===== src/eic_pkg.sv =====
// ----------------------------------------------------------------------------
// eic_pkg
// Shared types, constants and helper functions for the EAPOL ingress
// classifier: frame summary record, verdict codes, header arithmetic.
// ----------------------------------------------------------------------------
package eic_pkg;

  localparam int unsigned MAX_CAPTURE_BYTES = 4096;
  localparam int unsigned POS_W             = 12;
  localparam int unsigned POS_LIMIT_INT     =
    ((MAX_CAPTURE_BYTES - 1) < 4095) ? (MAX_CAPTURE_BYTES - 1) : 4095;
  localparam logic [POS_W-1:0] POS_LIMIT    = POS_W'(POS_LIMIT_INT);

  localparam logic [POS_W-1:0] DATA_HDR_BYTES = 12'd24;
  localparam logic [POS_W-1:0] FCS_BYTES      = 12'd4;
  localparam int unsigned      PREFIX_BYTES   = 8;
  localparam int unsigned      AP_OCTETS      = 6;
  localparam logic [POS_W-1:0] AP_OFS_TO_DS   = 12'd4;
  localparam logic [POS_W-1:0] AP_OFS_FROM_DS = 12'd10;

  localparam logic [1:0] FC_TYPE_DATA     = 2'd2;
  localparam logic [3:0] SUBTYPE_NULL     = 4'd4;
  localparam logic [3:0] SUBTYPE_QOS_NULL = 4'd12;
  localparam logic [7:0] CHAN_MIN         = 8'd1;
  localparam logic [7:0] CHAN_MAX         = 8'd14;

  // Verdict codes
  localparam logic [1:0] DISP_INVALID = 2'd0;
  localparam logic [1:0] DISP_IGNORE  = 2'd1;
  localparam logic [1:0] DISP_RETAIN  = 2'd2;

  localparam int unsigned QUEUE_DEPTH = 2;
  localparam int unsigned QPTR_W      = 1;

  // One finished frame, handed from front to back
  typedef struct packed {
    logic [15:0] fc;
    logic        ap_mismatch;
    logic        snap_mismatch;
    logic [11:0] captured_length;
    logic [15:0] original_length;
    logic        fcs_included;
    logic        is_data_frame;
    logic        timestamp_zero;
    logic [7:0]  channel;
  } frame_sum_t;

  // MAC header length: 24, +2 with QoS, +4 more with QoS and Order
  function automatic logic [POS_W-1:0] hdr_len(input logic [15:0] fc);
    logic [POS_W-1:0] h;
    h = DATA_HDR_BYTES;
    if (fc[7]) h = h + 12'd2;
    if (fc[7] && fc[15]) h = h + 12'd4;
    return h;
  endfunction

  function automatic logic [POS_W-1:0] payload_len(input logic [11:0] cap,
                                                   input logic        fcs);
    logic [POS_W-1:0] l;
    l = cap;
    if (fcs) l = (cap >= FCS_BYTES) ? (cap - FCS_BYTES) : '0;
    return l;
  endfunction

  // LLC/SNAP header expected for EAPOL: aa aa 03 00 00 00 88 8e
  function automatic logic [7:0] prefix_byte(input logic [2:0] k);
    logic [7:0] v;
    case (k)
      3'd0:    v = 8'haa;
      3'd1:    v = 8'haa;
      3'd2:    v = 8'h03;
      3'd6:    v = 8'h88;
      3'd7:    v = 8'h8e;
      default: v = 8'h00;
    endcase
    return v;
  endfunction

  function automatic logic [7:0] target_octet(input logic [47:0] addr,
                                              input logic [2:0]  k);
    logic [7:0] v;
    case (k)
      3'd0:    v = addr[7:0];
      3'd1:    v = addr[15:8];
      3'd2:    v = addr[23:16];
      3'd3:    v = addr[31:24];
      3'd4:    v = addr[39:32];
      3'd5:    v = addr[47:40];
      default: v = 8'h00;
    endcase
    return v;
  endfunction

endpackage


===== src/eic_front.sv =====
// ----------------------------------------------------------------------------
// eic_front
// Byte tracker: counts positions, captures the frame control word and
// accumulates address and prefix mismatch flags; emits a frame summary
// on the last byte.
// ----------------------------------------------------------------------------
module eic_front (
  input  logic                 clk,
  input  logic                 rst_n,
  input  logic [47:0]          target_ap_address,
  input  logic                 in_valid,
  output logic                 in_ready,
  input  logic [7:0]           in_data_byte,
  input  logic                 in_last_byte,
  input  logic [11:0]          in_captured_length,
  input  logic [15:0]          in_original_length,
  input  logic                 in_fcs_included,
  input  logic                 in_is_data_frame,
  input  logic                 in_timestamp_zero,
  input  logic [7:0]           in_channel,
  output logic                 sum_valid,
  input  logic                 sum_ready,
  output eic_pkg::frame_sum_t  sum_data
);

  logic [11:0] pos_r, pos_nxt;
  logic [15:0] fc_r, fc_nxt;
  logic        ap_r, ap_nxt;
  logic        snap_r, snap_nxt;

  logic        accept;
  logic        take;
  logic [15:0] fc_cur;
  logic [11:0] plen;
  logic [11:0] hdr;
  logic [11:0] n_rx;
  logic [11:0] p_k;
  logic        cur_ap;
  logic        cur_snap;
  logic        fill_ap;
  logic        fill_snap;

  assign in_ready = sum_ready;
  assign accept   = in_valid && in_ready;
  assign take     = pos_r < eic_pkg::POS_LIMIT;
  assign plen     = eic_pkg::payload_len(in_captured_length, in_fcs_included);

  always_comb begin
    fc_cur = fc_r;
    if (take && pos_r == 12'd0) fc_cur[7:0]  = in_data_byte;
    if (take && pos_r == 12'd1) fc_cur[15:8] = in_data_byte;
  end

  assign hdr  = eic_pkg::hdr_len(fc_cur);
  assign n_rx = pos_r + {11'd0, take};

  // Checks on the byte in hand
  always_comb begin
    cur_ap   = 1'b0;
    cur_snap = 1'b0;
    if (take) begin
      if (fc_cur[8] && pos_r >= eic_pkg::AP_OFS_TO_DS && pos_r < 12'd10 &&
          in_data_byte != eic_pkg::target_octet(target_ap_address,
                                                pos_r[2:0] - 3'd4))
        cur_ap = 1'b1;
      if (!fc_cur[8] && pos_r >= eic_pkg::AP_OFS_FROM_DS && pos_r < 12'd16 &&
          in_data_byte != eic_pkg::target_octet(target_ap_address,
                                                pos_r[2:0] - 3'd2))
        cur_ap = 1'b1;
      if (pos_r >= hdr && pos_r < hdr + 12'd8 && pos_r < plen &&
          in_data_byte != eic_pkg::prefix_byte(pos_r[2:0] - hdr[2:0]))
        cur_snap = 1'b1;
    end
  end

  // Positions never received count as zero bytes
  always_comb begin
    fill_ap   = 1'b0;
    fill_snap = 1'b0;
    p_k       = '0;
    for (int k = 0; k < eic_pkg::AP_OCTETS; k++) begin
      if (eic_pkg::target_octet(target_ap_address, 3'(k)) != 8'h00) begin
        if (fc_cur[8] && (eic_pkg::AP_OFS_TO_DS + 12'(k)) >= n_rx)
          fill_ap = 1'b1;
        if (!fc_cur[8] && (eic_pkg::AP_OFS_FROM_DS + 12'(k)) >= n_rx)
          fill_ap = 1'b1;
      end
    end
    for (int k = 0; k < eic_pkg::PREFIX_BYTES; k++) begin
      p_k = hdr + 12'(k);
      if (eic_pkg::prefix_byte(3'(k)) != 8'h00 && p_k >= n_rx && p_k < plen)
        fill_snap = 1'b1;
    end
  end

  always_comb begin
    sum_valid                = in_valid && in_last_byte;
    sum_data.fc              = fc_cur;
    sum_data.ap_mismatch     = ap_r | cur_ap | fill_ap;
    sum_data.snap_mismatch   = snap_r | cur_snap | fill_snap;
    sum_data.captured_length = in_captured_length;
    sum_data.original_length = in_original_length;
    sum_data.fcs_included    = in_fcs_included;
    sum_data.is_data_frame   = in_is_data_frame;
    sum_data.timestamp_zero  = in_timestamp_zero;
    sum_data.channel         = in_channel;
  end

  always_comb begin
    pos_nxt  = pos_r;
    fc_nxt   = fc_r;
    ap_nxt   = ap_r;
    snap_nxt = snap_r;
    if (accept) begin
      if (in_last_byte) begin
        pos_nxt  = '0;
        fc_nxt   = '0;
        ap_nxt   = 1'b0;
        snap_nxt = 1'b0;
      end else begin
        pos_nxt  = n_rx;
        fc_nxt   = fc_cur;
        ap_nxt   = ap_r | cur_ap;
        snap_nxt = snap_r | cur_snap;
      end
    end
  end

  always_ff @(posedge clk) begin
    if (!rst_n) begin
      pos_r  <= '0;
      fc_r   <= '0;
      ap_r   <= 1'b0;
      snap_r <= 1'b0;
    end else begin
      pos_r  <= pos_nxt;
      fc_r   <= fc_nxt;
      ap_r   <= ap_nxt;
      snap_r <= snap_nxt;
    end
  end

endmodule


===== src/eic_queue.sv =====
// ----------------------------------------------------------------------------
// eic_queue
// Small FIFO of frame summaries between front and back.
// ----------------------------------------------------------------------------
module eic_queue (
  input  logic                 clk,
  input  logic                 rst_n,
  input  logic                 push_valid,
  output logic                 push_ready,
  input  eic_pkg::frame_sum_t  push_data,
  output logic                 pop_valid,
  input  logic                 pop_ready,
  output eic_pkg::frame_sum_t  pop_data
);

  eic_pkg::frame_sum_t mem_r [eic_pkg::QUEUE_DEPTH];

  logic [eic_pkg::QPTR_W-1:0] wr_ptr_r, wr_ptr_nxt;
  logic [eic_pkg::QPTR_W-1:0] rd_ptr_r, rd_ptr_nxt;
  logic [eic_pkg::QPTR_W:0]   count_r, count_nxt;
  logic                       do_push;
  logic                       do_pop;

  assign push_ready = count_r != (eic_pkg::QPTR_W+1)'(eic_pkg::QUEUE_DEPTH);
  assign pop_valid  = count_r != '0;
  assign pop_data   = mem_r[rd_ptr_r];
  assign do_push    = push_valid && push_ready;
  assign do_pop     = pop_valid && pop_ready;

  always_comb begin
    wr_ptr_nxt = do_push ? wr_ptr_r + 1'b1 : wr_ptr_r;
    rd_ptr_nxt = do_pop  ? rd_ptr_r + 1'b1 : rd_ptr_r;
    count_nxt  = count_r + {{eic_pkg::QPTR_W{1'b0}}, do_push}
                         - {{eic_pkg::QPTR_W{1'b0}}, do_pop};
  end

  always_ff @(posedge clk) begin
    if (do_push) mem_r[wr_ptr_r] <= push_data;
  end

  always_ff @(posedge clk) begin
    if (!rst_n) begin
      wr_ptr_r <= '0;
      rd_ptr_r <= '0;
      count_r  <= '0;
    end else begin
      wr_ptr_r <= wr_ptr_nxt;
      rd_ptr_r <= rd_ptr_nxt;
      count_r  <= count_nxt;
    end
  end

endmodule


===== src/eic_verdict.sv =====
// ----------------------------------------------------------------------------
// eic_verdict
// Back end: turns a frame summary into a disposition and holds it in the
// output register until taken.
// ----------------------------------------------------------------------------
module eic_verdict (
  input  logic                 clk,
  input  logic                 rst_n,
  input  logic [47:0]          target_ap_address,
  input  logic                 sum_valid,
  output logic                 sum_ready,
  input  eic_pkg::frame_sum_t  sum_data,
  output logic                 out_valid,
  input  logic                 out_ready,
  output logic [1:0]           out_disposition
);

  logic        valid_r, valid_nxt;
  logic [1:0]  disp_r, disp_nxt;
  logic [1:0]  verdict;
  logic [11:0] plen;
  logic [11:0] hdr;
  logic [15:0] cap_ext;
  logic [3:0]  subtype;

  assign plen    = eic_pkg::payload_len(sum_data.captured_length, sum_data.fcs_included);
  assign hdr     = eic_pkg::hdr_len(sum_data.fc);
  assign cap_ext = {4'd0, sum_data.captured_length};
  assign subtype = sum_data.fc[7:4];

  always_comb begin
    if (target_ap_address == '0 || target_ap_address[0])
      verdict = eic_pkg::DISP_INVALID;
    else if (sum_data.captured_length == '0)
      verdict = eic_pkg::DISP_INVALID;
    else if (!sum_data.is_data_frame)
      verdict = eic_pkg::DISP_IGNORE;
    else if (sum_data.fcs_included && sum_data.captured_length < eic_pkg::FCS_BYTES)
      verdict = eic_pkg::DISP_INVALID;
    else if (plen < eic_pkg::DATA_HDR_BYTES)
      verdict = eic_pkg::DISP_INVALID;
    else if (sum_data.fc[3:2] != eic_pkg::FC_TYPE_DATA)
      verdict = eic_pkg::DISP_INVALID;
    else if (sum_data.fc[8] == sum_data.fc[9])
      verdict = eic_pkg::DISP_IGNORE;
    else if (sum_data.ap_mismatch)
      verdict = eic_pkg::DISP_IGNORE;
    else if (sum_data.original_length == '0 || cap_ext > sum_data.original_length ||
             sum_data.timestamp_zero || sum_data.channel < eic_pkg::CHAN_MIN ||
             sum_data.channel > eic_pkg::CHAN_MAX)
      verdict = eic_pkg::DISP_RETAIN;
    else if (sum_data.fc[14])
      verdict = eic_pkg::DISP_IGNORE;
    else if (subtype == eic_pkg::SUBTYPE_NULL || subtype == eic_pkg::SUBTYPE_QOS_NULL)
      verdict = (sum_data.original_length == cap_ext && plen == hdr) ?
                eic_pkg::DISP_IGNORE : eic_pkg::DISP_RETAIN;
    else if (plen < hdr)
      verdict = eic_pkg::DISP_RETAIN;
    else
      verdict = sum_data.snap_mismatch ? eic_pkg::DISP_IGNORE : eic_pkg::DISP_RETAIN;
  end

  assign sum_ready       = !valid_r || out_ready;
  assign out_valid       = valid_r;
  assign out_disposition = disp_r;

  always_comb begin
    valid_nxt = valid_r;
    disp_nxt  = disp_r;
    if (sum_ready) begin
      valid_nxt = sum_valid;
      if (sum_valid) disp_nxt = verdict;
    end
  end

  always_ff @(posedge clk) begin
    if (!rst_n) valid_r <= 1'b0;
    else        valid_r <= valid_nxt;
  end

  always_ff @(posedge clk) begin
    disp_r <= disp_nxt;
  end

endmodule


===== src/wlan_eapol_ingress_classifier.sv =====
// ----------------------------------------------------------------------------
// wlan_eapol_ingress_classifier
// Per-frame 802.11 disposition (invalid / ignore / retain) for EAPOL capture.
// ----------------------------------------------------------------------------
// Feed one captured frame byte per transaction, wire order, with the frame's
// metadata on every byte and in_last_byte on the final one; an empty frame is
// a single last transaction whose byte does not matter. The block takes one
// byte every cycle while in_ready is high. On the last byte the front end
// folds in any header bytes the frame never delivered (as zeros) and pushes
// a frame summary into a two-entry queue; the back end turns it into a
// verdict in the output register, which raises out_valid and holds the result
// until it is taken. in_ready falls only while the queue holds two summaries,
// i.e. when results are left waiting at the output. Write cfg_wr_data to set
// the watched AP MAC (first octet in bits 7..0) only while no frame is in
// flight.
// ----------------------------------------------------------------------------
module wlan_eapol_ingress_classifier (
  input  logic        clk,
  input  logic        rst_n,
  input  logic        cfg_wr_en,
  input  logic [47:0] cfg_wr_data,
  input  logic        in_valid,
  output logic        in_ready,
  input  logic [7:0]  in_data_byte,
  input  logic        in_last_byte,
  input  logic [11:0] in_captured_length,
  input  logic [15:0] in_original_length,
  input  logic        in_fcs_included,
  input  logic        in_is_data_frame,
  input  logic        in_timestamp_zero,
  input  logic [7:0]  in_channel,
  output logic        out_valid,
  input  logic        out_ready,
  output logic [1:0]  out_disposition
);

  // Watched access point address
  logic [47:0] target_r, target_nxt;

  logic                push_valid;
  logic                push_ready;
  eic_pkg::frame_sum_t push_data;
  logic                pop_valid;
  logic                pop_ready;
  eic_pkg::frame_sum_t pop_data;

  assign target_nxt = cfg_wr_en ? cfg_wr_data : target_r;

  always_ff @(posedge clk) begin
    if (!rst_n) target_r <= '0;
    else        target_r <= target_nxt;
  end

  // Front: position tracking and per-byte compares
  eic_front u_front (
    .clk                (clk),
    .rst_n              (rst_n),
    .target_ap_address  (target_r),
    .in_valid           (in_valid),
    .in_ready           (in_ready),
    .in_data_byte       (in_data_byte),
    .in_last_byte       (in_last_byte),
    .in_captured_length (in_captured_length),
    .in_original_length (in_original_length),
    .in_fcs_included    (in_fcs_included),
    .in_is_data_frame   (in_is_data_frame),
    .in_timestamp_zero  (in_timestamp_zero),
    .in_channel         (in_channel),
    .sum_valid          (push_valid),
    .sum_ready          (push_ready),
    .sum_data           (push_data)
  );

  // Decouple the byte stream from result back-pressure
  eic_queue u_queue (
    .clk        (clk),
    .rst_n      (rst_n),
    .push_valid (push_valid),
    .push_ready (push_ready),
    .push_data  (push_data),
    .pop_valid  (pop_valid),
    .pop_ready  (pop_ready),
    .pop_data   (pop_data)
  );

  // Back: verdict and output register
  eic_verdict u_verdict (
    .clk               (clk),
    .rst_n             (rst_n),
    .target_ap_address (target_r),
    .sum_valid         (pop_valid),
    .sum_ready         (pop_ready),
    .sum_data          (pop_data),
    .out_valid         (out_valid),
    .out_ready         (out_ready),
    .out_disposition   (out_disposition)
  );

endmodule

===== config.mk =====
export PLATFORM = sky130hd
export DESIGN_NAME = wlan_eapol_ingress_classifier
export DESIGN_NICKNAME = d
export VERILOG_FILES = /design/src/eic_pkg.sv /design/src/eic_front.sv /design/src/eic_queue.sv /design/src/eic_verdict.sv /design/src/wlan_eapol_ingress_classifier.sv
export SDC_FILE = /design/constraint.sdc
export NUM_CORES = 1
export LEC_CHECK = 0
export BUFFER_PORTS_ARGS = -buffer_cell sky130_fd_sc_hd__buf_2
export CAP_MARGIN = 40
export CORE_UTILIZATION = 55
export DETAILED_ROUTE_END_ITERATION = 12
export PLACE_DENSITY = 0.75
export REMOVE_ABC_BUFFERS = 1
export SYNTH_ARGS = -nofsm -noshare
export SYNTH_HDL_FRONTEND = slang
export SYNTH_SLANG_ARGS = --single-unit

===== constraint.sdc =====
create_clock -name clk -period 5.8 [get_ports clk]
set_clock_uncertainty 0.05 [all_clocks]
set_input_delay 0.58 -clock clk [delete_from_list [all_inputs] [get_ports clk]]
set_output_delay 0.58 -clock clk [all_outputs]
set_load 0.05 [all_outputs]

Word-level counts from Yosys, hierarchy flattened
Memories as Yosys holds them, arrays and structs flattened. A register that Yosys moved wholly into a read port is not among the register bits. Index checks and enable logic that the tools add are counted. Widths: inputs -> output; s select.

Bits in registers: 85. RAM bits: 114. Input bits: 101. Output and inout port bits: 4. Logic and storage cells: 224. Memories: 1.

$add $sub $neg: 17. $lt $le $gt $ge: 38. Equal/unequal tests: 25. Muxes and demuxes: 64. Bitwise gates (word level): 5. Reductions and logical operators: 63.

Memory list: u_queue.mem_r (depth 2, bits a word 57, rd ports 1, clocked after memory_dff 1, write ports 1, RTL line eic_queue.sv:16) `eic_pkg::frame_sum_t mem_r [eic_pkg::QUEUE_DEPTH];`.

Operators with widths (number): $ge 4x12->1 const A (8); $lt 12x12->1 (8); $pmux 8 s6 (2); $mux 12 (7); $ge 12x12->1 (6); $ge 3x12->1 const A (4); $logic_not 48->1 (1); $reduce_bool 8->1 (6); $mux 1 (40); $mux 8 (5); $ge 12x3->1 const B (3); $logic_and 1x1->1 (36); $pmux 8 s4 (1); $add 12x3->12 const B (2); $logic_not 12->1 (2); $lt 12x5->1 const B (2); $ne 8x8->1 (3); $sub 12x3->12 const B (2); $eq 3x3->1 const B (6); $eq 16x12->1 (1); $gt 12x16->1 (1); $logic_not 16->1 (1); $mux 16 (1); $mux 2 (8); 34 further kinds (56).

Logic depth before layout (Yosys ltp)
Gate-level depths: netlist of the first run.

Depth in word-level cells: 23. Depth in mapped cells: 19. Gate-level depth less buffers: 16.

Hierarchy
A second synthesis of the first run with hierarchy kept.

Cells, all modules: 1179. Area total of the unflattened synthesis: 12478.2 um^2.

Modules (own cells, without submodules): eic_front (instances 1, cells each 686, area an instance 5143.7 um^2, sequential area each 600.6 um^2); eic_queue (instances 1, cells each 206, area an instance 4495.6 um^2, sequential area each 3523.4 um^2); wlan_eapol_ingress_classifier (instances 1, cells each 155, area an instance 1845.5 um^2, sequential area each 960.9 um^2); eic_verdict (instances 1, cells each 132, area an instance 993.5 um^2, sequential area each 80.1 um^2).

Least setup slack after synthesis of the first run
No wires, ideal clock.

Path kind: reg2reg. Start: register u_front.pos_r[1]. End: memory u_queue.mem_r[0][39] in the netlist's numbering (data pin). Setup time: 270 ps. Arrival time: 4048 ps. Data required time: 5480 ps. Path slack: 1432 ps. Stages on the path, launching flop included: 19. Buffers on the path: 4. Clock period less this slack: 4368 ps. Cells stage by stage: dfxtp_1 > buf_2 > buf_2 > buf_2 > buf_2 > nand4_1 > or3_1 > ha_1 > xnor2_1 > inv_1 > ha_1 > nor2b_1 > o21ai_0 > or4b_4 > o21ai_0 > a311oi_1 > a21oi_1 > a41oi_1 > or3_1.

RTL lines: start: declaration (RTL line eic_front.sv:26) `logic [11:0] pos_r, pos_nxt;`; start signal: assignment (RTL line eic_front.sv:136) `pos_r <= pos_nxt;`; end: declaration (RTL line eic_queue.sv:16).

==> results of run 1 <==
-- report_power, final --
group / total (mW) / leakage [nW] / switching, mW / internal (mW)
Combinational: 0.825 / 2.79 / 0.479 / 0.346
Clock: 1.15 / 0.283 / 0.538 / 0.611
Sequential: 1.53 / 1.59 / 0.0707 / 1.46
Total: 3.51 / 4.67 / 1.09 / 2.42
-- worst reg2reg max path: cells and delay by family, from the launching register on --
kind                       cells  cell delay (ps)
muxes                          1              250
xor gates and xnor gates       1              410
adders and majority gates      1              410
buffers and inverters          1              180
and+or+nand+nor                8             2100
AOI/OAI and AO/OA              4              620
DFF                            1              430
-- routing by layer --
layer	up-vias	share of wire (%)	GRT usage, %
li1	4153	-	-
met1	4128	46	35.43
met2	308	47	42.08
met3	38	5.6	4.125
met4	0	1.6	7.980
met5	-	0	0
-- state kept, by name, indices dropped and copies added (netlist names), named ones only --
register                   flops
u_queue.mem_r                102
u_verdict.out_disposition      2
u_front.fc_r                  10
u_front.pos_r                 12
u_front.ap_r                   1
u_queue.count_r                2
u_verdict.out_valid            1
u_front.snap_r                 1
u_queue.rd_ptr_r               1
u_queue.wr_ptr_r               1
target_r                      48
-- logic make-up (layout without fill, tap and decap cells) --
kind of cell	count (synthesis)	after routing	synth area share (%)
xor+xnor	26	26	2.078
compound gates	226	226	14.01
mux	120	120	11.85
fa+ha+maj	65	65	7.421
buf+inv	91	176	3.619
simple gates	356	356	18.28
flops	182	182	42.74
-- synthesized netlist by cell type (8+ instances only) --
library cell,number,area (sq um)
a21o_1,11,82.58
a21oi_1,35,175.2
a22oi_1,15,112.6
a31oi_1,15,93.84
and2_1,15,93.84
and3_1,11,68.82
buf_2,17,85.08
clkbuf_1,32,120.1
dfxtp_1,78,1562
edfxtp_1,104,3123
ha_1,65,813.3
inv_1,27,101.4
mux2_2,25,281.5
mux2i_1,86,860.8
nand2_1,61,229.0
nand2b_1,8,50.05
nand3_1,27,135.1
nand4_1,18,112.6
nor2_1,50,187.7
nor2b_1,79,494.2
nor3_1,11,55.05
nor3b_1,11,82.58
nor4_1,19,118.9
o21ai_0,59,295.3
o22ai_1,8,50.05
or3_1,8,50.05
or4_1,8,60.06
xnor2_1,16,140.1
xor2_1,10,87.58
-- area by class of cell --
type | count | share of cell area (%)
timing repair buffer | 114 | 4.883
sequential | 182 | 38.42
inverter | 30 | 0.9232
clock buffer | 17 | 3.488
clock inverter | 15 | 1.303
multi-input combinational | 793 | 48.26
tap | 265 | 2.718
-- how the worst min path moves through the flow --
stage               cells past startpoint                              to  slack, ps                        start
floorplan                               1     u_front.snap_r$_SDFFE_PN0P_        400  u_front.snap_r$_SDFFE_PN0P_
global placement                        1     u_front.snap_r$_SDFFE_PN0P_        410  u_front.snap_r$_SDFFE_PN0P_
detailed placement                      2       u_front.ap_r$_SDFFE_PN0P_        430    u_front.ap_r$_SDFFE_PN0P_
CTS                                     1  u_queue.mem_r[1][17]$_DFFE_PP_        270        in_original_length[6]
global route                            1  u_queue.mem_r[0][21]$_DFFE_PP_        270       in_original_length[10]
finish                                  1  u_queue.mem_r[0][17]$_DFFE_PP_        290        in_original_length[6]
-- through the flow --
stage	power [mW]	setup slack, ps	utilization (%)	hold slack (ps)	instance area (sq um)
after floorplan	2.121	893.8	-	401.6	10680
after global routing	3.659	652.3	62.47	269.6	12200
final	3.506	1074	62.47	285.7	12200
after detailed placement	2.372	1113	59.48	425.7	11610
after CTS	3.524	1092	62.47	272.8	12200
after global placement	2.350	1256	59.48	407.9	11610
==> impl_metrics.env, run 1 <==
export IMPL_p_leak_nw=4.667
export IMPL_rsz0062_at_grt="no"
export IMPL_status="finished clean"
export IMPL_start_util_pct=56.13
export IMPL_powerDensity_nw_per_um2=287.4
export IMPL_clk_root_buffer_cell="clkbuf_16"
export IMPL_numCtsBuffers=17
export IMPL_die_h_um=143.2
export IMPL_hold_buffers=0
export IMPL_grt_pass1_wl_um=41100
export IMPL_crit_path_top_delay_cell="or4_4"
export IMPL_clock_latency_ps=430
export IMPL_critPathLaunchType="register"
export IMPL_fin_crit_sh_pct=81.47
export IMPL_critical_path_arrival_ps=4840
export IMPL_core_area_sq_um=19530
export IMPL_critPathBufInv=1
export IMPL_crit_type="register to register"
export IMPL_num_io_pins=105
export IMPL_layout_common_cells="104 x buf_2, 104 x edfxtp_1, 86 x mux2i_1"
export IMPL_via_per_inst=6.093
export IMPL_grt_ovfl_total=0
export IMPL_tns_ps=0
export IMPL_firstDrtPassIters=5
export IMPL_postCtsResizedCells=0
export IMPL_path_common_cell="nand2_1"
export IMPL_first_global_vias=7987
export IMPL_min_delay_path_class="primary input to register"
export IMPL_stdcell_count=1416
export IMPL_crit_start="u_front.pos_r[9]$_SDFFE_PN0P_"
export IMPL_antenna_found_initial=0
export IMPL_synthArstFlopShare_pct=0
export IMPL_maxSlewHeadroom_pct=38.36
export IMPL_post_cts_setup_buffers=0
export IMPL_fin_nets=1304
export IMPL_drive_above_1_share_pct=17.81
export IMPL_die_area_sq_um=20490
export IMPL_num_antenna_cells=0
export IMPL_final_hold_viol_count=0
export IMPL_grt_max_degree=78
export IMPL_clock_sinks=182
export IMPL_cts_max_level=4
export IMPL_slew_viol_final=0
export IMPL_synth_edff_count=104
export IMPL_num_rows=51
export IMPL_rrSetupSlack_ps=1070
export IMPL_netlist_area_sq_um=10960
export IMPL_register_area_sq_um=4687
export IMPL_crit_path_end_kind="register"
export IMPL_ir_worst_vdd_v=0.0002085
export IMPL_die_w_um=143.2
export IMPL_crit_chain="nor3_4 -> nand2_1 -> or3_4 -> or4_4 -> mux2i_4 -> inv_2 -> nand2_1 -> ha_1 -> xor2_1 -> nand4_1 -> o311ai_0 -> o31a_1 -> o211ai_1 -> o221ai_1 -> nor2b_1 -> or3_1"
export IMPL_setup_viol=0
export IMPL_synthCells=1066
export IMPL_ys_seq_area_share_pct=42.74
export IMPL_crit_end="u_queue.mem_r[0][39]$_DFFE_PP_"
export IMPL_drv_cap=0
export IMPL_cts_buffer_depth=2
export IMPL_timing_rr_start="u_front.pos_r[9]$_SDFFE_PN0P_"
export IMPL_grt_total_usage_pct=25.94
export IMPL_min_period_ps=4726
export IMPL_required_ps=5920
export IMPL_dp_hpwl_um=18840
export IMPL_n_fill_cell=1645
export IMPL_drcViolationCount=0
export IMPL_io_buffers=104
export IMPL_r2r_end="u_queue.mem_r[0][39]$_DFFE_PP_"
export IMPL_dpl_cell_count=1384
export IMPL_reg2reg_depth=16
export IMPL_syn_avg_cell_area_sq_um=10.28
export IMPL_wl_per_cell_um=18.46
export IMPL_synth_seq_cells=182
export IMPL_area_delta_synth_final_pct=11.30
export IMPL_place_congestion=0.8931
export IMPL_crit_cells=16
export IMPL_drt_wl_total_um=26140
export IMPL_first_iter_violations=681
export IMPL_postRouteAntennaNets=0
export IMPL_fmax_ghz=0.2116
export IMPL_max_slew_worst_pin_slew_ps=924.6
export IMPL_cp_top_family="simple AND/OR/NAND/NOR gates"
export IMPL_yosys_most_used_dff="edfxtp_1"
export IMPL_vias=8627
export IMPL_clk_pin_slew_ps=70
export IMPL_cts_tree="done"
export IMPL_yosysWarnings=0
export IMPL_synth_cell_type_count=86
export IMPL_multi_input_area_sq_um=5887
export IMPL_critPathMaxFanout=11
export IMPL_critical_path_max_stage_delay_ps=610
No activity file was read; power rests on OpenSTA's default activity.
==> inputs of run 2 (changes only) <==
--- a/config.mk
+++ b/config.mk
@@ -7,9 +7,9 @@
 export LEC_CHECK = 0
 export BUFFER_PORTS_ARGS = -buffer_cell sky130_fd_sc_hd__buf_2
 export CAP_MARGIN = 40
-export CORE_UTILIZATION = 55
+export CORE_UTILIZATION = 54
 export DETAILED_ROUTE_END_ITERATION = 12
-export PLACE_DENSITY = 0.75
+export PLACE_DENSITY = 0.77
 export REMOVE_ABC_BUFFERS = 1
 export SYNTH_ARGS = -nofsm -noshare
 export SYNTH_HDL_FRONTEND = slang
==> constraint.sdc (replaced) <==
create_clock -name clk -period 4.1 [get_ports clk]
set_clock_uncertainty 0.05 [all_clocks]
set_input_delay 0.41 -clock clk [delete_from_list [all_inputs] [get_ports clk]]
set_output_delay 0.41 -clock clk [all_outputs]
set_load 0.05 [all_outputs]
==> impl_metrics.env, run 2 (synthesis gave the netlist of run 1 again) <==
export IMPL_place_congestion=0.9293
export IMPL_vias=8933
export IMPL_clk_pin_slew_ps=80
export IMPL_grt_total_usage_pct=27.01
export IMPL_cts_max_level=4
export IMPL_n_fill_cell=1572
export IMPL_first_global_vias=8540
export IMPL_setup_viol=0
export IMPL_min_delay_path_class="primary input to register"
export IMPL_postRouteAntennaNets=0
export IMPL_clock_sinks=182
export IMPL_cts_tree="done"
export IMPL_clk_root_buffer_cell="clkbuf_16"
export IMPL_min_period_ps=3941
export IMPL_drv_cap=0
export IMPL_tns_ps=0
export IMPL_slew_viol_final=0
export IMPL_holdPathStages=1
export IMPL_pre_cts_ws_ps=-58.95
export IMPL_stdcell_area_sq_um=12570
export IMPL_met2_length_um=12740
export IMPL_largest_reg_flops=102
export IMPL_die_area_sq_um=20870
export IMPL_drcViolationCount=0
export IMPL_die_h_um=144.5
export IMPL_critPathLaunchType="register"
export IMPL_io_buffers=104
export IMPL_grt_max_degree=56
export IMPL_layout_common_cells="104 x buf_2, 104 x edfxtp_1, 85 x mux2i_1"
export IMPL_met3WireLength_um=1978
export IMPL_status="finished clean"
export IMPL_critical_path_arrival_ps=4070
export IMPL_wl_per_cell_um=18.64
export IMPL_critPathMaxFanout=3
export IMPL_die_w_um=144.5
export IMPL_fin_crit_sh_pct=96.13
export IMPL_grt_ovfl_total=0
export IMPL_dp_hpwl_um=19680
export IMPL_final_hold_viol_count=0
export IMPL_max_slew_worst_pin_slew_ps=797.0
export IMPL_via_per_inst=6.152
export IMPL_first_iter_violations=700
export IMPL_numCtsBuffers=17
export IMPL_ir_worst_vdd_v=0.0003129
export IMPL_drt_wl_total_um=27060
export IMPL_maxSlewHeadroom_pct=46.38
export IMPL_crit_path_end_kind="register"
export IMPL_core_area_sq_um=19650
export IMPL_num_io_pins=105
export IMPL_p_leak_nw=4.857
export IMPL_fin_ws_ps=158.7
export IMPL_drive_above_1_share_pct=21.16
export IMPL_reg2reg_depth=14
export IMPL_regMostFlops="u_queue.mem_r"
export IMPL_crit_type="register to register"
export IMPL_start_util_pct=55.76
export IMPL_placed_area_sq_um=11890
export IMPL_largest_registers="u_queue.mem_r (102), target_r (48), u_front.pos_r (12)"
export IMPL_required_ps=4220
export IMPL_fin_nets=1339
export IMPL_antenna_found_initial=1
export IMPL_clock_latency_ps=440
export IMPL_fmax_ghz=0.2537
export IMPL_grt_pass1_wl_um=43410
export IMPL_dr_max_layer_used="met4"
export IMPL_num_rows=51
export IMPL_final_core_utilization_pct=63.98
export IMPL_cts_buffer_depth=2
export IMPL_area_delta_synth_final_pct=14.74
export IMPL_powerDensity_nw_per_um2=399.4
export IMPL_wl_met1_um=11790
export IMPL_firstDrtPassIters=8
export IMPL_p_total_mw=5.022
==> run 2: final cells by class <==
type / count / area [sq um] / share of cell area, %
flip-flops and latches: 182 / 4687 / 37.27
diodes: 1 / 2.502 / 0.01990
well taps: 265 / 331.6 / 2.637
clock inverters: 13 / 138.9 / 1.104
inverters: 30 / 112.6 / 0.8955
clock buffers: 19 / 432.9 / 3.443
multi-input cells: 793 / 5978 / 47.54
repair buffers: 149 / 890.9 / 7.085
==> run 2: critical path, stage by stage, from the launching register on <==
cell      delay (ps)
dfxtp_1          340
nor3_4           230
nand2_1          100
or3_4            330
or4_4            480
mux2i_2          230
ha_1             290
nor2b_1          140
o21ai_0          160
or4b_4           490
o21ai_1          160
a311oi_1          80
a21oi_2          140
a41oi_2          130
or3_1            350
==> run 2: worst paths after layout <==
check / from / endpoint / slack (ps)
worst min-delay path: in_original_length[14] / u_queue.mem_r[1][25]$_DFFE_PP_ / 100
worst min register to register: u_front.snap_r$_SDFFE_PN0P_ / u_front.snap_r$_SDFFE_PN0P_ / 440
worst max register to register: u_front.pos_r[11]$_SDFFE_PN0P_ / u_queue.mem_r[0][39]$_DFFE_PP_ / 160
worst max-delay path: u_front.pos_r[11]$_SDFFE_PN0P_ / u_queue.mem_r[0][39]$_DFFE_PP_ / 160
==> run 2: metal layers <==
metal	up-vias	global-route usage, %
met5	-	0
met1	4277	35.80
met3	58	4.768
met2	368	44.03
li1	4230	-
met4	0	9.917
==> run 2: where the power goes <==
part	switching (mW)	internal (mW)
Sequential	0.0860	2.07
Clock	0.766	0.857
Combinational	0.714	0.532
Total	1.57	3.46
==> run 2: timing repair <==
action	in CTS	in global routing
resized for setup	5	13
endpoints found under the setup margin	2	2
buffers inserted	0	3
pin swaps	0	6
hold buffers	0	0
==> run 2: stage by stage <==
step | cells | hold WS, ps
floorplan | 1005 | 401.6
global placement | 1415 | 419.2
detailed placement | 1416 | 420.9
CTS | 1448 | 90.82
global route | 1452 | 97.26
finish | 1452 | 102.5
